===== src/sv/mcp_pkg.sv =====
// mcp_pkg: shared types and constants of the motor command text parser
// holds the action and reply codes, character codes and the stage word type
// no dependencies
package mcp_pkg;

  // field widths
  localparam int unsigned BYTE_W    = 8;
  localparam int unsigned STATUS_W  = 4;
  localparam int unsigned STEP_W    = 4;
  localparam int unsigned HALL_W    = 3;
  localparam int unsigned ACTION_W  = 3;
  localparam int unsigned REPLY_W   = 2;
  localparam int unsigned PERIOD_W  = 16;
  localparam int unsigned ARG_W     = 10;
  localparam int unsigned PRODUCT_W = PERIOD_W + ARG_W;

  // reset value of the timer period
  localparam logic [PERIOD_W-1:0] PERIOD_RESET = PERIOD_W'(1000);

  // duty argument limits
  localparam logic [ARG_W-1:0] ARG_LIMIT     = ARG_W'(1000);
  localparam logic [ARG_W-1:0] ARG_SATURATED = ARG_W'(1001);

  // divide by 1000: shift by 3, then multiply by ceil(2^30 / 125)
  localparam int unsigned DIV_PRE_SHIFT = 3;
  localparam int unsigned DIV_SHIFT     = 30;
  localparam int unsigned RECIP_W       = 24;
  localparam logic [RECIP_W-1:0] RECIP_125 = RECIP_W'(8589935);

  // action codes
  typedef enum logic [ACTION_W-1:0] {
    ACT_OFF        = 3'd0,
    ACT_ON         = 3'd1,
    ACT_CW         = 3'd2,
    ACT_CCW        = 3'd3,
    ACT_RUN_DUTY   = 3'd4,
    ACT_START_DUTY = 3'd5,
    ACT_STATUS     = 3'd6
  } action_t;

  // reply codes
  typedef enum logic [REPLY_W-1:0] {
    REPLY_ACK    = 2'd0,
    REPLY_NAK    = 2'd1,
    REPLY_STATUS = 2'd2
  } reply_t;

  // character codes
  localparam logic [BYTE_W-1:0] CH_M     = 8'h6D;
  localparam logic [BYTE_W-1:0] CH_D     = 8'h64;
  localparam logic [BYTE_W-1:0] CH_R     = 8'h72;
  localparam logic [BYTE_W-1:0] CH_S     = 8'h73;
  localparam logic [BYTE_W-1:0] CH_PLUS  = 8'h2B;
  localparam logic [BYTE_W-1:0] CH_MINUS = 8'h2D;
  localparam logic [BYTE_W-1:0] CH_COLON = 8'h3A;
  localparam logic [BYTE_W-1:0] CH_LF    = 8'h0A;
  localparam logic [BYTE_W-1:0] CH_CR    = 8'h0D;
  localparam logic [BYTE_W-1:0] CH_ZERO  = 8'h30;
  localparam logic [BYTE_W-1:0] CH_ONE   = 8'h31;
  localparam logic [BYTE_W-1:0] CH_NINE  = 8'h39;

  // word between the parser stage and the scaling stage
  typedef struct packed {
    action_t                action;
    reply_t                 reply_kind;
    logic [PRODUCT_W-1:0]   product;
    logic [STATUS_W-1:0]    status_value;
    logic [STEP_W-1:0]      step_value;
    logic [HALL_W-1:0]      hall_bits;
  } stage_t;

endpackage


===== src/sv/mcp_if.sv =====
// mcp_if: valid/ready channels of the motor command text parser
// input channel carries one command byte plus motor status, result channel one reply
// depends on mcp_pkg
interface mcp_in_if;
  logic                            valid;
  logic                            ready;
  logic [mcp_pkg::BYTE_W-1:0]      rx_byte;
  logic [mcp_pkg::STATUS_W-1:0]    motor_status;
  logic [mcp_pkg::STEP_W-1:0]      comm_step;
  logic [mcp_pkg::HALL_W-1:0]      hall_state;

  modport source (output valid, rx_byte, motor_status, comm_step, hall_state,
                  input ready);
  modport sink (input valid, rx_byte, motor_status, comm_step, hall_state,
                output ready);
endinterface

interface mcp_out_if;
  logic                            valid;
  logic                            ready;
  logic [mcp_pkg::ACTION_W-1:0]    action;
  logic [mcp_pkg::REPLY_W-1:0]     reply_kind;
  logic [mcp_pkg::PERIOD_W-1:0]    pulse_width;
  logic [mcp_pkg::STATUS_W-1:0]    status_value;
  logic [mcp_pkg::STEP_W-1:0]      step_value;
  logic [mcp_pkg::HALL_W-1:0]      hall_bits;

  modport source (output valid, action, reply_kind, pulse_width, status_value,
                  step_value, hall_bits, input ready);
  modport sink (input valid, action, reply_kind, pulse_width, status_value,
                step_value, hall_bits, output ready);
endinterface


===== src/sv/mcp_parser.sv =====
// mcp_parser: command state machine, period register and first pipeline stage
// decodes one byte per cycle while in_ch.ready is high and registers the reply with period*argument
// depends on mcp_pkg and mcp_in_if
module mcp_parser (
  input  logic                           clk,
  input  logic                           rst_n,
  input  logic                           cfg_we,
  input  logic [mcp_pkg::PERIOD_W-1:0]   cfg_wdata,
  mcp_in_if.sink                         in_ch,
  input  logic                           s2_ready,
  output logic                           s1_valid,
  output mcp_pkg::stage_t                s1_word
);
  import mcp_pkg::*;

  typedef enum logic [3:0] {
    ST_IDLE      = 4'd0,
    ST_M         = 4'd1,
    ST_M_COLON   = 4'd2,
    ST_D         = 4'd3,
    ST_D_COLON   = 4'd4,
    ST_R         = 4'd5,
    ST_R_COLON   = 4'd6,
    ST_S         = 4'd7,
    ST_S_D       = 4'd8,
    ST_S_D_COLON = 4'd9,
    ST_ARG       = 4'd10,
    ST_READY     = 4'd11
  } state_t;

  state_t                state_r, state_nxt;
  action_t               pend_r, pend_nxt;
  logic [ARG_W-1:0]      acc_r, acc_nxt;
  logic [PERIOD_W-1:0]   period_r;
  logic                  s1_valid_r;
  stage_t                s1_word_r, s1_word_nxt;

  logic [BYTE_W-1:0]     c;
  logic                  is_digit, is_term, exec, accept;
  logic [3:0]            digit_val;
  logic [13:0]           acc_grow;
  logic                  is_duty, is_nak;

  // byte classification; a digit's value is its low nibble
  assign c         = in_ch.rx_byte;
  assign is_digit  = (c >= CH_ZERO) && (c <= CH_NINE);
  assign is_term   = (c == CH_LF) || (c == CH_CR);
  assign digit_val = c[3:0];
  assign acc_grow  = ({4'd0, acc_r} << 3) + ({4'd0, acc_r} << 1) + {10'd0, digit_val};

  // next state of the command parser
  always_comb begin
    state_nxt = ST_IDLE;
    pend_nxt  = pend_r;
    acc_nxt   = acc_r;
    exec      = 1'b0;
    unique case (state_r)
      ST_M: begin
        if (c == CH_COLON) state_nxt = ST_M_COLON;
      end
      ST_M_COLON: begin
        if (c == CH_ZERO) begin
          pend_nxt  = ACT_OFF;
          state_nxt = ST_READY;
        end else if (c == CH_ONE) begin
          pend_nxt  = ACT_ON;
          state_nxt = ST_READY;
        end
      end
      ST_D: begin
        if (c == CH_COLON) state_nxt = ST_D_COLON;
      end
      ST_R: begin
        if (c == CH_COLON) state_nxt = ST_R_COLON;
      end
      ST_R_COLON: begin
        if (c == CH_PLUS) begin
          pend_nxt  = ACT_CW;
          state_nxt = ST_READY;
        end else if (c == CH_MINUS) begin
          pend_nxt  = ACT_CCW;
          state_nxt = ST_READY;
        end
      end
      ST_S: begin
        if (c == CH_D) begin
          state_nxt = ST_S_D;
        end else if (c == CH_R) begin
          pend_nxt  = ACT_STATUS;
          state_nxt = ST_READY;
        end
      end
      ST_S_D: begin
        if (c == CH_COLON) state_nxt = ST_S_D_COLON;
      end
      ST_D_COLON, ST_S_D_COLON: begin
        if (is_digit) begin
          pend_nxt  = (state_r == ST_D_COLON) ? ACT_RUN_DUTY : ACT_START_DUTY;
          acc_nxt   = {6'd0, digit_val};
          state_nxt = ST_ARG;
        end
      end
      ST_ARG: begin
        if (is_term) begin
          exec = 1'b1;
        end else if (is_digit) begin
          acc_nxt   = (acc_grow > {4'd0, ARG_SATURATED}) ? ARG_SATURATED : acc_grow[ARG_W-1:0];
          state_nxt = ST_ARG;
        end
      end
      ST_READY: begin
        if (is_term) exec = 1'b1;
      end
      default: begin
        // idle and unused codes
        if (c == CH_M)      state_nxt = ST_M;
        else if (c == CH_D) state_nxt = ST_D;
        else if (c == CH_R) state_nxt = ST_R;
        else if (c == CH_S) state_nxt = ST_S;
      end
    endcase
  end

  // reply word for the pending command
  assign is_duty = (pend_r == ACT_RUN_DUTY) || (pend_r == ACT_START_DUTY);
  assign is_nak  = is_duty && (acc_r > ARG_LIMIT);

  always_comb begin
    s1_word_nxt              = '0;
    s1_word_nxt.action       = pend_r;
    s1_word_nxt.reply_kind   = REPLY_ACK;
    if (pend_r == ACT_STATUS) begin
      s1_word_nxt.reply_kind   = REPLY_STATUS;
      s1_word_nxt.status_value = in_ch.motor_status;
      s1_word_nxt.step_value   = in_ch.comm_step;
      s1_word_nxt.hall_bits    = in_ch.hall_state;
    end else if (is_nak) begin
      s1_word_nxt.reply_kind   = REPLY_NAK;
    end else if (is_duty) begin
      s1_word_nxt.product      = {{ARG_W{1'b0}}, period_r} * {{PERIOD_W{1'b0}}, acc_r};
    end
  end

  // handshake: stage register frees when empty or moving on
  assign in_ch.ready = !s1_valid_r || s2_ready;
  assign accept      = in_ch.valid && in_ch.ready;

  // parser state, period register and stage valid
  always_ff @(posedge clk) begin
    if (!rst_n) begin
      state_r    <= ST_IDLE;
      pend_r     <= ACT_OFF;
      acc_r      <= '0;
      period_r   <= PERIOD_RESET;
      s1_valid_r <= 1'b0;
    end else begin
      if (cfg_we) period_r <= cfg_wdata;
      if (accept) begin
        state_r <= state_nxt;
        pend_r  <= pend_nxt;
        acc_r   <= acc_nxt;
      end
      if (in_ch.ready) s1_valid_r <= accept && exec;
    end
  end

  // stage payload
  always_ff @(posedge clk) begin
    if (accept && exec) s1_word_r <= s1_word_nxt;
  end

  assign s1_valid = s1_valid_r;
  assign s1_word  = s1_word_r;

endmodule


===== src/sv/mcp_scale.sv =====
// mcp_scale: second pipeline stage, divides period*argument by 1000
// and holds the result word in the output register
// depends on mcp_pkg and mcp_out_if
module mcp_scale (
  input  logic                 clk,
  input  logic                 rst_n,
  input  logic                 s1_valid,
  input  mcp_pkg::stage_t      s1_word,
  output logic                 s2_ready,
  mcp_out_if.source            out_ch
);
  import mcp_pkg::*;

  localparam int unsigned X_W = PRODUCT_W - DIV_PRE_SHIFT;
  localparam int unsigned M_W = X_W + RECIP_W;

  logic                   out_valid_r;
  logic [X_W-1:0]         x;
  logic [M_W-1:0]         scaled;
  logic [PERIOD_W-1:0]    quot;
  action_t                action_r;
  reply_t                 reply_r;
  logic [PERIOD_W-1:0]    pulse_r;
  logic [STATUS_W-1:0]    status_r;
  logic [STEP_W-1:0]      step_r;
  logic [HALL_W-1:0]      hall_r;

  // floor(p / 1000) = floor(floor(p / 8) * ceil(2^30 / 125) / 2^30)
  assign x      = s1_word.product[PRODUCT_W-1:DIV_PRE_SHIFT];
  assign scaled = {{RECIP_W{1'b0}}, x} * {{X_W{1'b0}}, RECIP_125};
  assign quot   = scaled[DIV_SHIFT +: PERIOD_W];

  // output register takes a word when empty or being read
  assign s2_ready = !out_valid_r || out_ch.ready;

  always_ff @(posedge clk) begin
    if (!rst_n) begin
      out_valid_r <= 1'b0;
    end else if (s2_ready) begin
      out_valid_r <= s1_valid;
    end
  end

  always_ff @(posedge clk) begin
    if (s2_ready && s1_valid) begin
      action_r <= s1_word.action;
      reply_r  <= s1_word.reply_kind;
      pulse_r  <= quot;
      status_r <= s1_word.status_value;
      step_r   <= s1_word.step_value;
      hall_r   <= s1_word.hall_bits;
    end
  end

  assign out_ch.valid        = out_valid_r;
  assign out_ch.action       = action_r;
  assign out_ch.reply_kind   = reply_r;
  assign out_ch.pulse_width  = pulse_r;
  assign out_ch.status_value = status_r;
  assign out_ch.step_value   = step_r;
  assign out_ch.hall_bits    = hall_r;

endmodule


===== src/sv/motor_command_text_parser.sv =====
// motor_command_text_parser: text command parser for a motor controller
// in_ch takes one received byte per word, with the motor status, the
// commutation step and the hall bits sampled alongside it. Commands are
// m:0, m:1, r:+, r:-, d:<n>, sd:<n> and sr, each ended by CR or LF; any
// unexpected byte drops back to idle without a reply.
// out_ch gives one word per executed command: action, reply kind, pulse
// value (timer_period*n/1000, truncated) or the captured status fields.
// cfg_we/cfg_wdata write the timer period; write it only while idle.
// Throughput: one byte per cycle while in_ch.ready is high. Two register stages
// lie between the edge that accepts the terminator and the reply on out_ch: the
// parser stage (state machine, period*n multiply) and the scaling stage (divide
// by 1000 as a reciprocal multiply) that ends in the output register.
// When the receiver stalls, the two stage registers fill and in_ch.ready
// falls only once both hold a reply; bytes that give no reply pass freely
// while the stage registers have room.
// Reset (rst_n, synchronous) returns the parser to idle, empties both stages
// and sets the timer period to 1000.
// depends on mcp_pkg, mcp_if, mcp_parser and mcp_scale
module motor_command_text_parser (
  input  logic                          clk,
  input  logic                          rst_n,
  input  logic                          cfg_we,
  input  logic [mcp_pkg::PERIOD_W-1:0]  cfg_wdata,
  mcp_in_if.sink                        in_ch,
  mcp_out_if.source                     out_ch
);
  import mcp_pkg::*;

  logic     s1_valid;
  logic     s2_ready;
  stage_t   s1_word;

  // decode stage
  mcp_parser u_parser (
    .clk       (clk),
    .rst_n     (rst_n),
    .cfg_we    (cfg_we),
    .cfg_wdata (cfg_wdata),
    .in_ch     (in_ch),
    .s2_ready  (s2_ready),
    .s1_valid  (s1_valid),
    .s1_word   (s1_word)
  );

  // scaling stage and output register
  mcp_scale u_scale (
    .clk      (clk),
    .rst_n    (rst_n),
    .s1_valid (s1_valid),
    .s1_word  (s1_word),
    .s2_ready (s2_ready),
    .out_ch   (out_ch)
  );

endmodule

===== src/flat_wrapper.sv =====
// flat-port wrapper written by rule: the top's interface ports become plain ports
module motor_command_text_parser_flat import mcp_pkg::*;
  (clk, rst_n, cfg_we, cfg_wdata, in_ch_valid, in_ch_rx_byte, in_ch_motor_status, in_ch_comm_step, in_ch_hall_state, in_ch_ready, out_ch_valid, out_ch_action, out_ch_reply_kind, out_ch_pulse_width, out_ch_status_value, out_ch_step_value, out_ch_hall_bits, out_ch_ready);
  mcp_in_if in_ch_i ();
  mcp_out_if out_ch_i ();
  input  logic clk;
  input  logic rst_n;
  input  logic cfg_we;
  input  logic [mcp_pkg::PERIOD_W-1:0] cfg_wdata;
  input wire logic [$bits(in_ch_i.valid)-1:0] in_ch_valid;
  input wire logic [$bits(in_ch_i.rx_byte)-1:0] in_ch_rx_byte;
  input wire logic [$bits(in_ch_i.motor_status)-1:0] in_ch_motor_status;
  input wire logic [$bits(in_ch_i.comm_step)-1:0] in_ch_comm_step;
  input wire logic [$bits(in_ch_i.hall_state)-1:0] in_ch_hall_state;
  output wire logic [$bits(in_ch_i.ready)-1:0] in_ch_ready;
  output wire logic [$bits(out_ch_i.valid)-1:0] out_ch_valid;
  output wire logic [$bits(out_ch_i.action)-1:0] out_ch_action;
  output wire logic [$bits(out_ch_i.reply_kind)-1:0] out_ch_reply_kind;
  output wire logic [$bits(out_ch_i.pulse_width)-1:0] out_ch_pulse_width;
  output wire logic [$bits(out_ch_i.status_value)-1:0] out_ch_status_value;
  output wire logic [$bits(out_ch_i.step_value)-1:0] out_ch_step_value;
  output wire logic [$bits(out_ch_i.hall_bits)-1:0] out_ch_hall_bits;
  input wire logic [$bits(out_ch_i.ready)-1:0] out_ch_ready;
  assign in_ch_i.valid = in_ch_valid;
  assign in_ch_i.rx_byte = in_ch_rx_byte;
  assign in_ch_i.motor_status = in_ch_motor_status;
  assign in_ch_i.comm_step = in_ch_comm_step;
  assign in_ch_i.hall_state = in_ch_hall_state;
  assign in_ch_ready = in_ch_i.ready;
  assign out_ch_valid = out_ch_i.valid;
  assign out_ch_action = out_ch_i.action;
  assign out_ch_reply_kind = out_ch_i.reply_kind;
  assign out_ch_pulse_width = out_ch_i.pulse_width;
  assign out_ch_status_value = out_ch_i.status_value;
  assign out_ch_step_value = out_ch_i.step_value;
  assign out_ch_hall_bits = out_ch_i.hall_bits;
  assign out_ch_i.ready = out_ch_ready;
  motor_command_text_parser u_core (.clk(clk), .rst_n(rst_n), .cfg_we(cfg_we), .cfg_wdata(cfg_wdata), .in_ch(in_ch_i), .out_ch(out_ch_i));
endmodule

===== config.mk =====
export PLATFORM = sky130hd
export DESIGN_NAME = motor_command_text_parser_flat
export DESIGN_NICKNAME = d
export VERILOG_FILES = /design/src/sv/mcp_pkg.sv /design/src/sv/mcp_if.sv /design/src/sv/mcp_parser.sv /design/src/sv/mcp_scale.sv /design/src/sv/motor_command_text_parser.sv /design/src/flat_wrapper.sv
export SDC_FILE = /design/constraint.sdc
export NUM_CORES = 1
export LEC_CHECK = 0
export BUFFER_PORTS_ARGS = -buffer_cell sky130_fd_sc_hd__buf_4
export CAP_MARGIN = 10
export CORE_MARGIN = 1
export CORE_UTILIZATION = 40
export CTS_CLUSTER_DIAMETER = 50
export DETAILED_ROUTE_END_ITERATION = 8
export GPL_ROUTABILITY_DRIVEN = 0
export PLACE_DENSITY = 0.61
export SYNTH_ARGS = -nofsm -noshare
export SYNTH_HDL_FRONTEND = slang
export SYNTH_SLANG_ARGS = --single-unit

===== constraint.sdc =====
create_clock -name clk -period 6.6 [get_ports clk]
set_input_delay 0.99 -clock clk [delete_from_list [all_inputs] [get_ports clk]]
set_output_delay 0.99 -clock clk [all_outputs]
set_load 0.05 [all_outputs]

==> run summary, run 1 <==
Cell Chain, Critical Path - fa_1 > inv_2 > fa_2 > inv_1 > fa_1 > fa_1 > fa_2 > inv_1 > fa_2 > inv_1 > fa_2 > ha_4 > a21oi_2 > o21ai_1 > o31ai_1 > a21oi_1 > or4_1 > a31o_2 > a2111oi_4 > o21bai_1 > xor2_1
PortBufs - 73
WL per Instance - 15.48 um
DP Cell Count - 2450
Initial Util - 40.78%
vias in the first global route - 12830
Worst Setup Start Kind - register
area share of fa/ha/maj cells after synthesis - 52.52%
hold depth - 0
aggregate global-route resource usage - 18.19%
Reg2Reg Depth - 21
Pre-Repair DR Iteration Count - 5
Synth Cell Area - 0.01768 sq mm
power density over the cells - 69.06 mW/mm^2
Yosys warnings - 0
Async SR Flop Fraction - 0%
DRC violations left - 0
clk_skew - 0.01209 ns
largest net degree at the start of global routing - 43
status - finished clean
post-synth top area cell - fa_1
Slew Limit Fails - 0
IR drop worst, VDD - 0.0001038 V
Util after Layout - 45.15%
via/cell ratio - 4.853
Main synth FF type - edfxtp_1
first-pass GRT wire length - 64600 um
Final Hold Viols - 0
critical path class - register to register
Synth-to-Final Area Change - 10.72%
leakage - 10.66 nW
Inserted Diodes - 0
post-route clock period utilization - 99.28%
XOR/XNOR Fraction of Synth Area - 2.080%
Yosys reg bits - 106
Fmax - 152.6 MHz
Setup crit end kind - register
syn_nets - 2418
CP Max Fanout - 3
slowest CP cell - fa_1
Die ar. - 0.04505 sq mm
CTS root buf - clkbuf_16
Register-to-Register Setup Slack - 0.05 ns
Vias - 12010
Die X-Extent - 212.3 um
Cell Count, Final, Fillers Out - 2474
CTS tree - built
Worst Hold Path EP - u_core.u_scale.out_ch.reply_kind[0]
wirelength, routed - 38310 um
ratio of cells with drive above 1 in the final layout - 9.370%
largest family of logic cells by synthesized area - adder cells
Synth Area in Compound Gates - 6.821%
Mean Syn Cell Area - 9.845 sq um
r2r startpoint - u_core.u_parser.s1_word[34]
post-detail-place hpwl - 32770 um
Mapped Cells - 1796
row cnt - 76
most used cell, CP - fa_2
Max-Cap Viols - 0
1st-iter DRT viols - 549
Seq/Total Area, Yosys - 16.02%
# setup viols final - 0
worst endpoint data arrival time - 6.69 ns
Area after DPL - 0.01912 sq mm
CTS buffer count - 9
CTS sink count - 106
mux cell area share after synthesis - 1.019%
WL met3 - 854 um
final instance area - 0.01958 sq mm
Distinct cells, synth - 70
DR WL met2 - 18750 um
worst path required time - 6.73 ns
die extent in y - 212.3 um
deepest clock path buffer count - 2
grt ovf - 0
remaining antenna violation count - 0
initial antenna violation count - 0
worst min-delay path class - register to register
Clock Latency Late Sink - 0.38 ns
CTS HTree Levels - 3
Clk pin slew, worst setup/hold paths - 0.08 ns
Critical R2R Capture - u_core.u_scale.out_ch.pulse_width[6]
Post-synth EDFFs - 71
minimum clock period after layout - 6.552 ns
CTS Hold Bufs - 0
hold path start - u_core.u_parser.s1_word[37]
core area - 0.04336 sq mm
met1 wire length - 18090 um
worst-margin pin slew - 0.9817 ns
IO Count - 74
Slowest Stage Delay on Critical Path - 0.60 ns
Max Used Layer - met4
Synth Area in Simple Gates - 12.23%
RSZ-0062 raised after global routing - yes
Final nets - 2506
share of the synthesized area in the top cell type - 30.23%
Slew HR - 34.42%
ranking of synthesized cells by area - fa_1 (30%), ha_1 (22%), edfxtp_1 (12%)
## power breakdown
part	leakage, nW	switching (mW)	internal [mW]
clock network	0.152	0.290	0.272
logic	9.44	0.0289	0.0306
registers	1.07	0.0241	0.706
total	10.7	0.343	1.01
## flip-flops by register name (all words and copies together) (netlist names)
register                            cells
u_core.u_parser.acc_r                  10
u_core.u_parser.pend_r                  3
u_core.u_parser.period_r               16
u_core.u_parser.s1_valid                1
u_core.u_parser.s1_word                39
u_core.u_parser.state_r                 4
u_core.u_scale.out_ch.action            3
u_core.u_scale.out_ch.hall_bits         3
u_core.u_scale.out_ch.pulse_width      16
u_core.u_scale.out_ch.reply_kind        2
u_core.u_scale.out_ch.status_value      4
u_core.u_scale.out_ch.step_value        4
u_core.u_scale.out_ch.valid             1
## critical path: cells and delay by family (launching register included)
family | cells | cell delay (ns)
fa+ha+maj | 8 | 3.75
compound gates | 7 | 1.27
simple gates | 1 | 0.50
flops | 1 | 0.43
buf+inv | 4 | 0.20
xor+xnor | 1 | 0.14
## through the flow
step / worst slack [ns] / power (mW) / TNS, ns / hold slack, ns
floorplan: 0.1031 / 0.7670 / 0 / 0.4003
global placement: -0.001396 / 0.8036 / -0.001396 / 0.4010
detailed placement: -0.05626 / 0.8045 / -0.08656 / 0.4056
CTS: -0.01392 / 1.378 / -0.01392 / 0.4266
global route: -0.1790 / 1.406 / -0.5318 / 0.4324
finish: 0.04783 / 1.352 / 0 / 0.4232
## metal layers
metal	up-vias	global-route usage, %
li1	5938	-
met1	5879	24.02
met2	156	31.72
met3	34	2.112
met4	0	4.341
met5	-	0
## cell usage in the layout (no fill, tap or decap), types with 4 or more instances in the layout
master,count
o21a_1,10
edfxtp_1,71
and3_1,4
nor3_1,14
buf_4,124
o21ai_0,40
nor4b_1,5
a21oi_2,6
clkbuf_16,9
a21oi_1,48
mux2i_1,18
nor3b_1,7
fa_2,4
and2_1,84
clkinv_8,4
o31ai_1,7
o22ai_1,4
nand3_1,23
dfxtp_1,35
fa_1,263
xnor2_1,27
nor4_1,4
o211ai_1,8
nand2_1,131
o21bai_1,8
inv_1,388
a21o_1,15
nor2b_1,26
ha_1,311
nor2_1,77
nand2b_1,8
a31oi_1,6
xor2_1,15
or2_2,6
nand4_1,14
## worst max-delay path by stage
stage / startpoint / end / slack (ns) / cells past startpoint
final: u_core.u_parser.s1_word[34] / u_core.u_scale.out_ch.pulse_width[6] / 0.05 / 21
after global routing: u_core.u_parser.s1_word[34] / u_core.u_scale.out_ch.pulse_width[6] / -0.18 / 21
after CTS: u_core.u_parser.s1_word[34] / u_core.u_scale.out_ch.pulse_width[6] / -0.01 / 21
after detailed placement: u_core.u_parser.s1_word[34] / u_core.u_scale.out_ch.pulse_width[6] / -0.06 / 21
after global placement: u_core.u_parser.s1_word[34] / u_core.u_scale.out_ch.pulse_width[6] / -0.001 / 21
after floorplan: u_core.u_parser.s1_word[34] / u_core.u_scale.out_ch.pulse_width[6] / 0.10 / 21
## final cells by class
type,instances,area [sq um]
Fill cell,4212,23780
Multi-Input combinational cell,1252,13300
Sequential cell,106,2833
Inverter,391,1468
Timing Repair Buffer,124,930.9
Tap cell,585,732.0
Clock buffer,9,225.2
Clock inverter,7,91.34
## logic make-up (layout without fill, tap and decap cells)
group | count (synthesis) | count (layout)
flops | 106 | 106
buf+inv | 438 | 531
simple gates | 425 | 425
fa+ha+maj | 582 | 582
xor+xnor | 42 | 42
compound gates | 185 | 185
mux | 18 | 18
## synthesized netlist by cell type, drive strengths merged (3+ instances only)
cell type / count
or4: 3
a31oi: 6
nand2: 131
nor3b: 7
a211oi: 3
o21ai: 44
mux2i: 18
and2: 84
xnor2: 27
nand4: 14
o21a: 10
or2: 6
o21bai: 8
edfxtp: 71
nor2: 77
and3: 5
nor4: 5
a2111oi: 4
a21oi: 54
o211ai: 8
nor2b: 27
or3: 3
a21o: 15
fa: 267
o22ai: 5
o31a: 3
o31ai: 7
nand2b: 8
nor3: 15
ha: 315
dfxtp: 35
buf: 4
clkbuf: 43
nor4b: 6
nand3: 23
xor2: 15
inv: 391
## what timing repair did
item / in CTS / in global routing
pin swaps: 0 / 10
setup endpoints to repair: 2 / 6
gates resized for setup: 1 / 16
setup buffers: 0 / 8
(Power assumes the default switching activity.)
==> inputs of run 2 (changes only) <==
Settings changed: SYNTH_HIERARCHICAL set to 1.
==> run summary, run 2 <==
Hold Slack - 0.4093 ns (was 0.4232 ns)
Clock Latency Late Sink - 0.40 ns (was 0.38 ns)
initial antenna violation count - 0 (unchanged)
number of flip-flops in the largest register - 39 (unchanged)
CTS buffer count - 9 (unchanged)
DRC violations left - 0 (unchanged)
worst min-delay path class - register to register (unchanged)
Final nets - 2633 (was 2506)
WL per Instance - 16.41 um (was 15.48 um)
PortBufs - 73 (unchanged)
Clk pin slew, worst setup/hold paths - 0.09 ns (was 0.08 ns)
Max-Cap Viols - 0 (unchanged)
Initial Util - 40.51% (was 40.78%)
Slew Limit Fails - 0 (unchanged)
CTS HTree Levels - 3 (unchanged)
slowest CP cell - fa_1 (unchanged)
power density over the cells - 68.26 mW/mm^2 (was 69.06 mW/mm^2)
worst-margin pin slew - 0.9515 ns (was 0.9817 ns)
CP Max Fanout - 6 (was 3)
met1 wire length - 20150 um (was 18090 um)
die extent in y - 219.2 um (was 212.3 um)
CTS sink count - 106 (unchanged)
DR WL met2 - 20230 um (was 18750 um)
CTS Hold Bufs - 0 (unchanged)
worst slack, placed - 0.09258 ns (was -0.05626 ns)
most frequent cells in the layout - inv_1 (425), ha_1 (314), fa_1 (266), nand2_1 (145), and2_1 (104) (was inv_1 (388), ha_1 (311), fa_1 (263), nand2_1 (131), buf_4 (124))
Synth-to-Final Area Change - 8.657% (was 10.72%)
Pre-Repair DR Iteration Count - 6 (was 5)
Fmax - 156.2 MHz (was 152.6 MHz)
post-route clock period utilization - 97.01% (was 99.28%)
Synth Cell Area - 0.01886 sq mm (was 0.01768 sq mm)
cell family with most CP delay - adder cells (unchanged)
1st-iter DRT viols - 813 (was 549)
minimum clock period after layout - 6.403 ns (was 6.552 ns)
Mean Syn Cell Area - 9.643 sq um (was 9.845 sq um)
Inserted Diodes - 0 (unchanged)
Die X-Extent - 219.2 um (was 212.3 um)
deepest clock path buffer count - 2 (unchanged)
Power Total - 1.399 mW (was 1.352 mW)
Yosys warnings - 6 (was 0)
Slew HR - 36.57% (was 34.42%)
Setup crit end kind - register (unchanged)
Die ar. - 0.04803 sq mm (was 0.04505 sq mm)
final setup margin - 0.1975 ns (was 0.04783 ns)
Util after Layout - 44.02% (was 45.15%)
worst path required time - 6.75 ns (was 6.73 ns)
RSZ-0062 raised after global routing - yes (unchanged)
via/cell ratio - 5.102 (was 4.853)
grt ovf - 0 (unchanged)
remaining antenna violation count - 0 (unchanged)
wirelength, routed - 43020 um (was 38310 um)
aggregate global-route resource usage - 18.91% (was 18.19%)
IR drop worst, VDD - 0.0001054 V (was 0.0001038 V)
Worst Setup Start Kind - register (unchanged)
core area - 0.04656 sq mm (was 0.04336 sq mm)
Max Used Layer - met4 (unchanged)
Vias - 13370 (was 12010)
Mapped Cells - 1956 (was 1796)
# setup viols final - 0 (unchanged)
largest net degree at the start of global routing - 41 (was 43)
status - finished clean (unchanged)
CTS tree - built (unchanged)
vias in the first global route - 14080 (was 12830)
clk_skew - 0.02027 ns (was 0.01209 ns)
most used cell, CP - fa_1 (was fa_2)
post-detail-place hpwl - 36040 um (was 32770 um)
Final Hold Viols - 0 (unchanged)
first-pass GRT wire length - 71480 um (was 64600 um)
most common cell after layout, fill and taps aside - inv_1 (unchanged)
row cnt - 79 (was 76)
Slowest Stage Delay on Critical Path - 0.61 ns (was 0.60 ns)
syn_nets - 2580 (was 2418)
CTS root buf - clkbuf_16 (unchanged)
Area after DPL - 0.02007 sq mm (was 0.01912 sq mm)
IO Count - 74 (unchanged)
final instance area - 0.02049 sq mm (was 0.01958 sq mm)
leakage - 10.85 nW (was 10.66 nW)
WL met3 - 1709 um (was 854 um)
critical path class - register to register (unchanged)
ratio of cells with drive above 1 in the final layout - 8.739% (was 9.370%)
Cell Chain, Critical Path - fa_1 > inv_1 > fa_1 > inv_1 > fa_1 > fa_1 > fa_1 > inv_1 > fa_1 > fa_1 > inv_1 > ha_2 > nand4_2 > or4_4 > nor3_2 > a221o_2 > o41ai_4 > buf_4 > o21bai_1 > xor2_1 (was fa_1 > inv_2 > fa_2 > inv_1 > fa_1 > fa_1 > fa_2 > inv_1 > fa_2 > inv_1 > fa_2 > ha_4 > a21oi_2 > o21ai_1 > o31ai_1 > a21oi_1 > or4_1 > a31o_2 > a2111oi_4 > o21bai_1 > xor2_1)
worst endpoint data arrival time - 6.56 ns (was 6.69 ns)
Buffers & Inverters on Critical Path - 5 (was 4)
[run 2: changes by cell type in the layout (fill, tap and decap cells not counted), sizes merged, moves of 6 or more]
| cell | before | now |
|---|---|---|
| a211oi | 3 | 16 |
| a21o | 15 | 29 |
| a21oi | 54 | 63 |
| and2 | 84 | 106 |
| and3 | 5 | 11 |
| buf | 124 | 102 |
| inv | 393 | 429 |
| nand2 | 131 | 148 |
| nand3b | 2 | 8 |
| nor2 | 77 | 65 |
| nor3 | 15 | 26 |
[run 2: path summary, 6_finish.rpt]
path | startpoint | end | slack [ns] | depth (start not counted)
max | u_core/u_parser/s1_word[36] | u_core/u_scale/out_ch.pulse_width[5] | 0.20 | 20
min | u_core/u_parser/s1_word[38] | u_core/u_scale/out_ch.reply_kind[1] | 0.41 | 0
max reg2reg | u_core/u_parser/s1_word[36] | u_core/u_scale/out_ch.pulse_width[5] | 0.20 | 20
min reg2reg | u_core/u_parser/s1_word[38] | u_core/u_scale/out_ch.reply_kind[1] | 0.41 | 0
[run 2: area by class of cell]
| class | count | area [sq um] |
|---|---|---|
| well taps | 607 | 759.5 |
| flip-flops and latches | 106 | 2833 |
| inverters | 425 | 1595 |
| multi-input cells | 1365 | 14220 |
| clock inverters | 7 | 95.09 |
| clock buffers | 9 | 225.2 |
| fillers | 4550 | 26060 |
| repair buffers | 102 | 765.7 |
[run 2: metrics by stage]
stage                      TNS, ns  cells
after floorplan                  0   1956
after global placement           0   2597
after detailed placement         0   2597
after CTS                        0   2613
after global routing      -0.09269   2621
final                            0   2621
[run 2: where the power goes]
part	leakage (nW)	switching [mW]	internal, mW
Clock	0.157	0.303	0.307
Sequential	0.979	0.0221	0.705
Combinational	9.71	0.0294	0.0324
[run 2: what timing repair did]
action	CTS	global route
setup endpoints to repair	0	7
gates resized for setup	0	9
hold endpoints to repair	0	0
buffers inserted	0	8
[run 2: layer usage]
metal	global-route usage (%)	vias to the layer above
met4	5.116	0
li1	-	6477
met5	0	-
met2	31.66	249
met3	3.105	43
met1	25.18	6603
==> inputs of run 3 (changes only) <==
Settings changed: CORE_ASPECT_RATIO set to 0.7, MAX_ROUTING_LAYER set to met4.
==> run summary, run 3 (synthesized netlist as in run 2, its figures left out) <==
status - finished clean (unchanged)
Clock Latency Late Sink - 0.39 ns (was 0.40 ns)
Setup crit end kind - register (unchanged)
die extent in y - 183.7 um (was 219.2 um)
Slowest Stage Delay on Critical Path - 0.60 ns (was 0.61 ns)
CP Max Fanout - 7 (was 6)
CTS Hold Bufs - 0 (unchanged)
CTS tree - built (unchanged)
initial antenna violation count - 0 (unchanged)
most used cell, CP - fa_1 (unchanged)
IR drop worst, VDD - 0.0001354 V (was 0.0001054 V)
clk_skew - 0.01067 ns (was 0.02027 ns)
grt ovf - 0 (unchanged)
remaining antenna violation count - 0 (unchanged)
critical path class - register to register (unchanged)
DRC violations left - 0 (unchanged)
IO Count - 74 (unchanged)
Cell Chain, Critical Path - inv_1 > ha_1 > fa_1 > fa_1 > fa_1 > fa_1 > fa_1 > fa_1 > inv_1 > ha_1 > and2_2 > nand3_1 > nor3_2 > a221o_2 > o41ai_4 > nor4b_4 > nor3_2 (was fa_1 > inv_1 > fa_1 > inv_1 > fa_1 > fa_1 > fa_1 > inv_1 > fa_1 > fa_1 > inv_1 > ha_2 > nand4_2 > or4_4 > nor3_2 > a221o_2 > o41ai_4 > buf_4 > o21bai_1 > xor2_1)
largest net degree at the start of global routing - 41 (unchanged)
slowest CP cell - o41ai_4 (was fa_1)
wirelength, routed - 43740 um (was 43020 um)
row cnt - 66 (was 79)
CTS sink count - 106 (unchanged)
Slew HR - 38.94% (was 36.57%)
hold depth - 0 (unchanged)
ratio of cells with drive above 1 in the final layout - 8.775% (was 8.739%)
# setup viols final - 0 (unchanged)
core area - 0.04649 sq mm (was 0.04656 sq mm)
Final Hold Viols - 0 (unchanged)
Util after Layout - 44.11% (was 44.02%)
power density over the cells - 65.80 mW/mm^2 (was 68.26 mW/mm^2)
worst endpoint data arrival time - 6.54 ns (was 6.56 ns)
first-pass GRT wire length - 73060 um (was 71480 um)
RSZ-0062 raised after global routing - no (was yes)
Die X-Extent - 261.5 um (was 219.2 um)
Die ar. - 0.04804 sq mm (was 0.04803 sq mm)
CTS root buf - clkbuf_16 (unchanged)
Final nets - 2636 (was 2633)
number of flip-flops in the largest register - 39 (unchanged)
via/cell ratio - 5.136 (was 5.102)
leakage - 10.86 nW (was 10.85 nW)
worst-margin pin slew - 0.9160 ns (was 0.9515 ns)
CTS HTree Levels - 3 (unchanged)
minimum clock period after layout - 6.402 ns (was 6.403 ns)
aggregate global-route resource usage - 19.85% (was 18.91%)
most common cell after layout, fill and taps aside - inv_1 (unchanged)
Reg2Reg Depth - 17 (was 20)
1st-iter DRT viols - 857 (was 813)
Max-Cap Viols - 0 (unchanged)
layout filler cell count - 4501 (was 4550)
worst min-delay path class - register to register (unchanged)
worst path required time - 6.74 ns (was 6.75 ns)
CTS buffer count - 9 (unchanged)
Slew Limit Fails - 0 (unchanged)
PortBufs - 73 (unchanged)
Pre-Repair DR Iteration Count - 8 (was 6)
WL per Instance - 16.64 um (was 16.41 um)
Vias - 13500 (was 13370)
post-detail-place hpwl - 37010 um (was 36040 um)
most frequent cells in the layout - inv_1 (425), ha_1 (314), fa_1 (266), nand2_1 (145), buf_4 (105) (was inv_1 (425), ha_1 (314), fa_1 (266), nand2_1 (145), and2_1 (104))
Hold Slack - 0.4201 ns (was 0.4093 ns)
vias in the first global route - 13910 (was 14080)
post-route clock period utilization - 97.00% (was 97.01%)
Fmax - 156.2 MHz (about the same)
final setup TNS - 0 ns (unchanged)
Worst Setup Start Kind - register (unchanged)
Synth-to-Final Area Change - 8.716% (was 8.657%)
Initial Util - 40.57% (was 40.51%)
Clk pin slew, worst setup/hold paths - 0.07 ns (was 0.09 ns)
deepest clock path buffer count - 2 (unchanged)
Inserted Diodes - 0 (unchanged)
==> run 3: cell count changes in the layout (fill, tap and decap cells not counted), sizes merged <==
cell	change
buf	+3
bufinv	-1
clkbuf	+1
clkinv	-1
clkinvlp	+1
==> run 3: per-stage QoR <==
step	power [mW]	area (sq um)	instances	setup WS (ns)
after floorplan	0.7695	18860	1956	0.4950
after global placement	0.8034	20080	2603	0.2949
after CTS	1.373	20390	2619	0.1838
after global routing	1.405	20510	2629	0.02700
final	1.349	20510	2629	0.1981
after detailed placement	0.8046	20080	2603	0.1849
==> run 3: final cells by class <==
cell class	count	area [sq um]	area share [%]
Multi-Input combinational cell	1365	14220	69.33
Timing Repair Buffer	105	788.3	3.844
Tap cell	612	765.7	3.734
Clock inverter	6	56.30	0.2746
Clock buffer	10	250.2	1.220
Inverter	425	1595	7.780
Sequential cell	106	2833	13.81
==> run 3: what timing repair did <==
item | in CTS | in global routing
setup endpoints to repair | 0 | 6
resized for setup | 0 | 7
buffers inserted | 0 | 10
==> run 3: where the power goes <==
group | switching [mW] | internal [mW]
Clock | 0.273 | 0.286
Combinational | 0.0302 | 0.0332
Sequential | 0.0207 | 0.705
==> run 3: critical path: cells and delay by family, from the launching register on <==
kind                     cells  cell delay [ns]
adder cells (fa/ha/maj)      8             3.64
flip-flops                   1             0.52
buffers and inverters        2             0.21
AO/OA/AOI/OAI                2             1.01
AND/OR/NAND/NOR              5             0.77
==> run 3: path summary, 6_finish.rpt <==
| kind | start | end | slack, ns |
|---|---|---|---|
| max | u_core/u_parser/s1_word[26] | u_core/u_scale/out_ch.pulse_width[13] | 0.20 |
| min | u_core/u_parser/s1_word[8] | u_core/u_scale/out_ch.status_value[1] | 0.42 |
| max reg2reg | u_core/u_parser/s1_word[26] | u_core/u_scale/out_ch.pulse_width[13] | 0.20 |
| min reg2reg | u_core/u_parser/s1_word[8] | u_core/u_scale/out_ch.status_value[1] | 0.42 |
==> run 3: layer usage <==
metal | vias up | part of all wire, % | GRT usage, %
li1 | 6474 | - | -
met1 | 6655 | 51 | 29.57
met2 | 342 | 42 | 28.39
met3 | 32 | 5.3 | 2.592
met4 | 0 | 1.4 | 4.488
met5 | - | 0 | -
